File: src/hw/rtl/mup_pkg.sv
// Package: shared constants for the USB-MIDI event packer.
`default_nettype none

package mup_pkg;

  localparam int unsigned BYTE_W  = 8;
  localparam int unsigned NIB_W   = 4;
  localparam int unsigned CNT_W   = 2;
  localparam int unsigned HOLD_N  = 3;

  // status bytes
  localparam logic [BYTE_W-1:0] SB_SYSEX_START = 8'hF0;
  localparam logic [BYTE_W-1:0] SB_SYSEX_END   = 8'hF7;
  localparam logic [BYTE_W-1:0] SB_COMMON_LO   = 8'hF4;
  localparam logic [BYTE_W-1:0] SB_COMMON_HI   = 8'hF6;
  localparam logic [BYTE_W-1:0] SB_REALTIME_LO = 8'hF8;

  // status high nibbles
  localparam logic [NIB_W-1:0] HI_SYSTEM  = 4'hF;
  localparam logic [NIB_W-1:0] HI_PROG    = 4'hC;
  localparam logic [NIB_W-1:0] HI_CHPRESS = 4'hD;
  localparam logic [NIB_W-1:0] HI_VOICE   = 4'h8;

  // system common low nibbles
  localparam logic [NIB_W-1:0] LO_MTC     = 4'h1;
  localparam logic [NIB_W-1:0] LO_SONGPOS = 4'h2;
  localparam logic [NIB_W-1:0] LO_SONGSEL = 4'h3;

  // code index numbers
  localparam logic [NIB_W-1:0] CIN_COMMON_2 = 4'h2;
  localparam logic [NIB_W-1:0] CIN_COMMON_3 = 4'h3;
  localparam logic [NIB_W-1:0] CIN_SYSEX    = 4'h4;
  localparam logic [NIB_W-1:0] CIN_SINGLE   = 4'h5;
  localparam logic [NIB_W-1:0] CIN_SYSEX_E2 = 4'h6;
  localparam logic [NIB_W-1:0] CIN_SYSEX_E3 = 4'h7;
  localparam logic [NIB_W-1:0] CIN_REALTIME = 4'hF;

endpackage

`default_nettype wire

File: src/hw/rtl/midi_byte_to_usb_event_packer_core.sv
// Top level: serial MIDI byte to USB-MIDI event packet packer.
//
// Input channel: one MIDI byte per beat on in_midi_byte, in_valid/in_stall.
// Output channel: one event packet per beat (cable, code index, three
// payload bytes), out_valid/out_stall. Bytes that complete no message
// (status bytes, partial messages, stray data) give no output beat.
// Config channel: cfg_valid/cfg_ready with cfg_cable_number; always ready.
// Write it only while the block is idle.
//
// Datapath: an accepted byte is held in the stage register; when the output
// register is free it is processed and its packet is registered there.
// Throughput: one byte per cycle while the receiver does not stall; the
// running status, count and held bytes are updated from the staged byte as
// it is processed, and the loop through that state sets the rate.
//
// Reset (rst_n low, synchronous) clears running status, count, sysex flag,
// cable number and both stage valids. When the receiver stalls, the output
// register holds its packet and the staged byte waits, so in_stall rises
// only while both the stage and the output register are occupied.
`default_nettype none

module midi_byte_to_usb_event_packer_core (
  input  wire logic       clk,
  input  wire logic       rst_n,
  input  wire logic       in_valid,
  output logic            in_stall,
  input  wire logic [7:0] in_midi_byte,
  output logic            out_valid,
  input  wire logic       out_stall,
  output logic [3:0]      out_cable_out,
  output logic [3:0]      out_code_index,
  output logic [7:0]      out_payload_0,
  output logic [7:0]      out_payload_1,
  output logic [7:0]      out_payload_2,
  input  wire logic       cfg_valid,
  output logic            cfg_ready,
  input  wire logic [3:0] cfg_cable_number
);

  logic [7:0] byte_r;
  logic       stg_valid_r;
  logic [3:0] cable_r;
  logic [7:0] rs_r, rs_nxt;
  logic [1:0] count_r, count_nxt;
  logic       sysex_r, sysex_nxt;
  logic [7:0] held_r   [mup_pkg::HOLD_N];
  logic [7:0] held_nxt [mup_pkg::HOLD_N];

  logic       out_valid_r;
  logic [3:0] cin_r;
  logic [7:0] p0_r, p1_r, p2_r;

  logic       emit;
  logic [3:0] cin_nxt;
  logic [7:0] p0_nxt, p1_nxt, p2_nxt;
  logic [1:0] cnt_inc;
  logic [1:0] eox_pos;
  logic [3:0] hi;
  logic [3:0] lo;

  logic out_free;
  logic proc;
  logic in_take;

  assign out_free = !out_valid_r || !out_stall;
  assign proc     = stg_valid_r && out_free;
  assign in_stall = stg_valid_r && !out_free;
  assign in_take  = in_valid && !in_stall;
  assign cfg_ready = 1'b1;

  assign hi      = rs_r[7:4];
  assign lo      = rs_r[3:0];
  assign cnt_inc = count_r + 2'd1;
  assign eox_pos = (count_r > 2'd2) ? 2'd2 : count_r;

  always_comb begin
    rs_nxt    = rs_r;
    count_nxt = count_r;
    sysex_nxt = sysex_r;
    for (int i = 0; i < mup_pkg::HOLD_N; i++) begin
      held_nxt[i] = held_r[i];
    end
    emit    = 1'b0;
    cin_nxt = mup_pkg::CIN_REALTIME;
    p0_nxt  = byte_r;
    p1_nxt  = 8'h00;
    p2_nxt  = 8'h00;

    if (byte_r[7]) begin
      priority if (byte_r >= mup_pkg::SB_REALTIME_LO) begin
        emit = 1'b1;
      end else if (byte_r >= mup_pkg::SB_COMMON_LO && byte_r <= mup_pkg::SB_COMMON_HI) begin
        count_nxt = 2'd0;
        emit      = 1'b1;
        cin_nxt   = mup_pkg::CIN_SINGLE;
      end else if (byte_r == mup_pkg::SB_SYSEX_START) begin
        sysex_nxt   = 1'b1;
        held_nxt[0] = byte_r;
        count_nxt   = 2'd1;
      end else if (byte_r == mup_pkg::SB_SYSEX_END) begin
        for (int i = 0; i < mup_pkg::HOLD_N; i++) begin
          if (eox_pos == 2'(i)) held_nxt[i] = byte_r;
        end
        emit      = 1'b1;
        sysex_nxt = 1'b0;
        count_nxt = 2'd0;
        p0_nxt    = held_nxt[0];
        unique case (eox_pos)
          2'd0: cin_nxt = mup_pkg::CIN_SINGLE;
          2'd1: begin
            cin_nxt = mup_pkg::CIN_SYSEX_E2;
            p1_nxt  = held_nxt[1];
          end
          default: begin
            cin_nxt = mup_pkg::CIN_SYSEX_E3;
            p1_nxt  = held_nxt[1];
            p2_nxt  = held_nxt[2];
          end
        endcase
      end else begin
        rs_nxt    = byte_r;
        count_nxt = 2'd0;
      end
    end else begin
      for (int i = 0; i < mup_pkg::HOLD_N; i++) begin
        if (count_r == 2'(i)) held_nxt[i] = byte_r;
      end
      count_nxt = cnt_inc;
      if (sysex_r) begin
        if (cnt_inc == 2'd3) begin
          count_nxt = 2'd0;
          emit      = 1'b1;
          cin_nxt   = mup_pkg::CIN_SYSEX;
          p0_nxt    = held_nxt[0];
          p1_nxt    = held_nxt[1];
          p2_nxt    = held_nxt[2];
        end
      end else begin
        p0_nxt = rs_r;
        p1_nxt = held_nxt[0];
        priority if (hi == mup_pkg::HI_SYSTEM) begin
          if (lo == mup_pkg::LO_MTC || lo == mup_pkg::LO_SONGSEL) begin
            count_nxt = 2'd0;
            emit      = 1'b1;
            cin_nxt   = mup_pkg::CIN_COMMON_2;
          end else if (lo == mup_pkg::LO_SONGPOS && cnt_inc == 2'd2) begin
            count_nxt = 2'd0;
            emit      = 1'b1;
            cin_nxt   = mup_pkg::CIN_COMMON_3;
            p2_nxt    = held_nxt[1];
          end
        end else if (hi == mup_pkg::HI_PROG || hi == mup_pkg::HI_CHPRESS) begin
          if (cnt_inc == 2'd1) begin
            count_nxt = 2'd0;
            emit      = 1'b1;
            cin_nxt   = hi;
          end
        end else if (hi >= mup_pkg::HI_VOICE) begin
          if (cnt_inc == 2'd2) begin
            count_nxt = 2'd0;
            emit      = 1'b1;
            cin_nxt   = hi;
            p2_nxt    = held_nxt[1];
          end
        end else begin
          count_nxt = 2'd0;
        end
      end
    end
  end

  always_ff @(posedge clk) begin
    if (!rst_n) begin
      stg_valid_r <= 1'b0;
      out_valid_r <= 1'b0;
      cable_r     <= 4'h0;
      rs_r        <= 8'h00;
      count_r     <= 2'd0;
      sysex_r     <= 1'b0;
    end else begin
      if (cfg_valid && cfg_ready) cable_r <= cfg_cable_number;
      if (in_take) begin
        stg_valid_r <= 1'b1;
      end else if (proc) begin
        stg_valid_r <= 1'b0;
      end
      if (proc) begin
        out_valid_r <= emit;
        rs_r        <= rs_nxt;
        count_r     <= count_nxt;
        sysex_r     <= sysex_nxt;
      end else if (!out_stall) begin
        out_valid_r <= 1'b0;
      end
    end
  end

  always_ff @(posedge clk) begin
    if (in_take) byte_r <= in_midi_byte;
    if (proc) begin
      for (int i = 0; i < mup_pkg::HOLD_N; i++) begin
        held_r[i] <= held_nxt[i];
      end
    end
    if (proc && emit) begin
      cin_r <= cin_nxt;
      p0_r  <= p0_nxt;
      p1_r  <= p1_nxt;
      p2_r  <= p2_nxt;
    end
  end

  logic [3:0] cable_out_r;
  always_ff @(posedge clk) begin
    if (proc && emit) cable_out_r <= cable_r;
  end

  assign out_valid      = out_valid_r;
  assign out_cable_out  = cable_out_r;
  assign out_code_index = cin_r;
  assign out_payload_0  = p0_r;
  assign out_payload_1  = p1_r;
  assign out_payload_2  = p2_r;

endmodule

`default_nettype wire

File: config.mk
export PLATFORM = sky130hd
export DESIGN_NAME = midi_byte_to_usb_event_packer_core
export DESIGN_NICKNAME = d
export VERILOG_FILES = /design/src/hw/rtl/mup_pkg.sv /design/src/hw/rtl/midi_byte_to_usb_event_packer_core.sv
export SDC_FILE = /design/constraint.sdc
export NUM_CORES = 1
export LEC_CHECK = 0
export ABC_AREA = 0
export BUFFER_PORTS_ARGS = -buffer_cell sky130_fd_sc_hd__buf_2
export CAP_MARGIN = 20
export CORE_UTILIZATION = 40
export DETAILED_ROUTE_END_ITERATION = 7
export SYNTH_ARGS = -nofsm -noshare
export SYNTH_HDL_FRONTEND = slang
export SYNTH_SLANG_ARGS = --single-unit
export TNS_END_PERCENT = 30
File: constraint.sdc
create_clock -name clk -period 3.9 [get_ports clk]
set_clock_uncertainty 0.05 [all_clocks]
set_input_delay 0.39 -clock clk [delete_from_list [all_inputs] [get_ports clk]]
set_output_delay 0.39 -clock clk [all_outputs]
set_load 0.1 [all_outputs]
==> results.md <==
- Once detail routing completed, the nets flagged for antenna violations numbered 0.
- The count of flip-flops with a built-in enable after synthesis is 64.
- The later pin in the worst-skew pair is clocked with a latency of 0.36 ns.
- The number of placed I/O pins is 52.
- For this run, the number of Yosys warnings is 0.
- The number of stages on the worst hold path is 1.
- The required time at the endpoint of the critical path is 3.94 ns.
- After clock tree synthesis, the clock-pin slew on the worst setup and hold paths is 0.09 ns.
- The first global-routing pass estimated 15,000 um of wire.
- The leakage component of the power is 0.00168 uW.
- In the routed design, unresolved DRC markers number 0.
- After detailed routing, the number of vias per cell comes to 5.64.
- The post-synth net total is 367.
- Static timing analysis puts the maximum clock frequency at 377 MHz.
- The share of the clock period used by the worst path is 68.0%.
- In the synthesized netlist the async set-or-reset flop fraction comes to 0%.
- The worst endpoint data arrival time is 2.69 ns.
- The worst setup path is captured at a flip-flop.
- The number of gates resized after cts is 0.
- The worst voltage drop across the vdd grid is 172 uV.
- The run finished with clean final reports.
- The hold violation total from the final report is 0.
- The worst-margin pin slew is 1.01 ns.
- The tool flagged a number of max-cap violations equal to 0.
- The iteration count of the initial detailed-routing pass is 5.
- The initial core utilization is 41.3%.
- The overall routing resource usage is 19.5%.
- The number of synthesized register bits is 81.
- In this run the worst path has a maximum fanout of 21.
- The critical path is of the reg -> reg type.
- 0 antenna diodes ended up in the layout.
- The via count is 2,959.
- The buffer type at the clock tree root is clkbuf_8.
- Setup slack on the worst reg-to-reg path comes out at 1.25 ns.
- The via count of the first global-routing pass was 2,805.
- The TritonCTS clock tree is done.
- The full die area is 0.0105 mm^2.
- The number of clock buffers added by TritonCTS is 9.
- The total area inside the core boundary comes to 0.00977 mm^2.
- Synthesis produced 343 cells.
- The chip width is 102 um.
- For the finished layout, the period the worst path requires is 2.65 ns.
- The number of nets in the layout is 411.
- Dividing the detail-routed wire length by the instance count gives 18.2 um.
- The maximum count of clock buffers along a single path is 2.
- For hold timing, the worst endpoint is byte_r[2].
- Of the cells placed in the final design, the portion with a size suffix greater than 1 is 23.5%.
- Routability-driven placement finished with a final weighted congestion of 0.855.
- Measured in cells, the most critical reg-to-reg path has a length of 5.
- The number of antenna violations at the first check in global routing is 0.
- Setup repair after global routing left no endpoint under its margin.
- The cell area after technology mapping is 0.00404 mm^2.
- The share of the Yosys chip area taken by registers is 56.1%.
- The startpoint identified for the worst hold timing path is in_midi_byte[2].
- The first-iteration detailed-routing DRC count is 227.
- The post-detailed-placement half-perimeter wirelength is 6850 um.
- The sort of element at the start of the critical path is a flip-flop.
- The initialized floorplan defines 36 standard-cell rows.
- The quantity of hold-fixing buffers added after cts is 0.
- Once the clock tree was built, the setup fixing pass inserted 0 buffers.
- The area growth from synthesis to layout is 13.5%.
- The CTS H-tree depth is 3.
- For this design the ratio of total power to cell area is 384 mW/mm^2.
- Entering global routing, the biggest net connects 29 pins.
- Setup violations remaining at the end of the flow were counted as 0.
- The class of the tightest hold or removal check is in -> reg.
- In the synthesized netlist the dominant register cell turns out to be edfxtp_1.
- The overall power of the completed layout is 1760 uW.
- The worst flop-to-flop path startpoint is count_r[0].
- For the final routed database, the setup TNS stands at 0 ns.
- The average size of a mapped cell is 11.8 um^2.
- The end of the worst register-to-register path is out_payload_1[3].
- The floorplan step set the die height to 102 um.
- The clock sink count is 81.
- The detailed-route wire length is 9540 um.
- Yosys mapped the design onto 63 distinct sky130hd cell types.
- The count of port buffers added during placement is 50.
- The final count of pins violating max slew is 0.
- The normalized max-slew margin is 32.8%.
- For this run the aggregate overflow at the end of global routing stands at 0.
-- cell type report --
cell class / count / area [um^2]
fillers: 913 / 5190
flip-flops and latches: 81 / 2260
multi-input cells: 219 / 1590
repair buffers: 57 / 303
well taps: 133 / 166
clock buffers: 9 / 124
inverters: 19 / 71.3
clock inverters: 7 / 58.8
-- flip-flops by register name, summed over array words and instances (netlist names) --
name            cells
out_cable_out       4
count_r             2
cable_r             4
out_payload_0       8
out_code_index      4
held_r             24
out_payload_1       8
rs_r                8
out_payload_2       8
sysex_r             1
out_valid           1
stg_valid_r         1
byte_r              8
-- synthesized netlist by cell type, drive strengths merged (8+ instances only) --
library cell / count / area share, %
inv: 18 / 1.7
edfxtp: 64 / 48
mux2i: 23 / 5.7
o21ai: 19 / 2.4
a21oi: 10 / 1.2
o22ai: 10 / 1.6
nor2: 22 / 2.0
a21boi: 10 / 1.9
clkbuf: 10 / 0.93
nand2: 17 / 1.6
nand3: 9 / 1.1
buf: 14 / 1.9
dfxtp: 17 / 8.4
nor3: 8 / 0.99
-- through the flow --
stage / instances / hold WS (ns) / area [um^2] / setup WS, ns / utilization, %
after floorplan: 343 / 0.358 / 4040 / 0.965 / -
after global placement: 509 / 0.367 / 4400 / 1.28 / 45.0
after detailed placement: 509 / 0.376 / 4400 / 1.26 / 45.0
after CTS: 525 / 0.139 / 4580 / 1.26 / 46.9
after global routing: 525 / 0.139 / 4580 / 1.03 / 46.9
final: 525 / 0.148 / 4580 / 1.25 / 46.9
-- per-layer routing --
layer	share of wire [%]	track usage (%)	vias to the layer above
li1	-	-	1390
met2	46	30.7	120
met1	46	26.5	1432
met3	5.8	3.76	17
met5	0	0	-
met4	2.0	7.58	0
-- placed cells by master, fill, tap and decap left out, types with 3 or more instances in the layout --
cell      netlist  final
edfxtp_1       64     64
buf_2           9     50
mux2i_1        23     23
nor2_1         22     22
inv_1          18     18
o21ai_0        18     18
nand2_1        17     17
dfxtp_1        17     17
a21oi_1        10     10
a21boi_0       10     10
o22ai_1        10     10
nand3_1         9      9
clkbuf_8        0      9
nor3_1          8      8
mux2_2          7      7
ha_1            7      7
buf_4           3      7
nor2b_1         6      6
a221o_1         6      6
and3_1          4      4
o31a_1          4      4
o211ai_1        4      4
nand2b_1        3      3
inv_6           0      3
-- logic make-up after synthesis --
group | synth area share (%)
DFF | 56.1
muxes | 7.66
adders and majority gates | 2.42
and+or+nand+nor | 12.1
buffers and inverters | 4.56
AOI/OAI and AO/OA | 17.1
other | 0.0929
-- critical path: stages (launching register included) --
cell and delay (ns):
dfxtp_1 0.40, inv_1 0.16, ha_1 0.84, nor3_1 0.25, nor2_1 0.51, o22ai_1 0.15
-- worst max-delay path by stage --
stage,startpoint,to,slack (ns),cells past startpoint
after detailed placement,count_r[0],out_payload_1[0],1.26,6
after CTS,count_r[0],out_payload_2[0],1.26,6
after floorplan,out_valid,held_r[0][10],0.96,3
after global routing,count_r[0],out_payload_0[3],1.03,6
final,count_r[0],out_payload_1[3],1.25,5
after global placement,byte_r[7],out_payload_2[5],1.28,6
-- power breakdown --
group | internal (uW) | total (uW) | switching (uW)
clock network | 244 | 587 | 343
registers | 959 | 987 | 27.6
logic | 54.4 | 182 | 128
total | 1260 | 1760 | 499
Note: power is estimated with default switching activity, not from simulation.
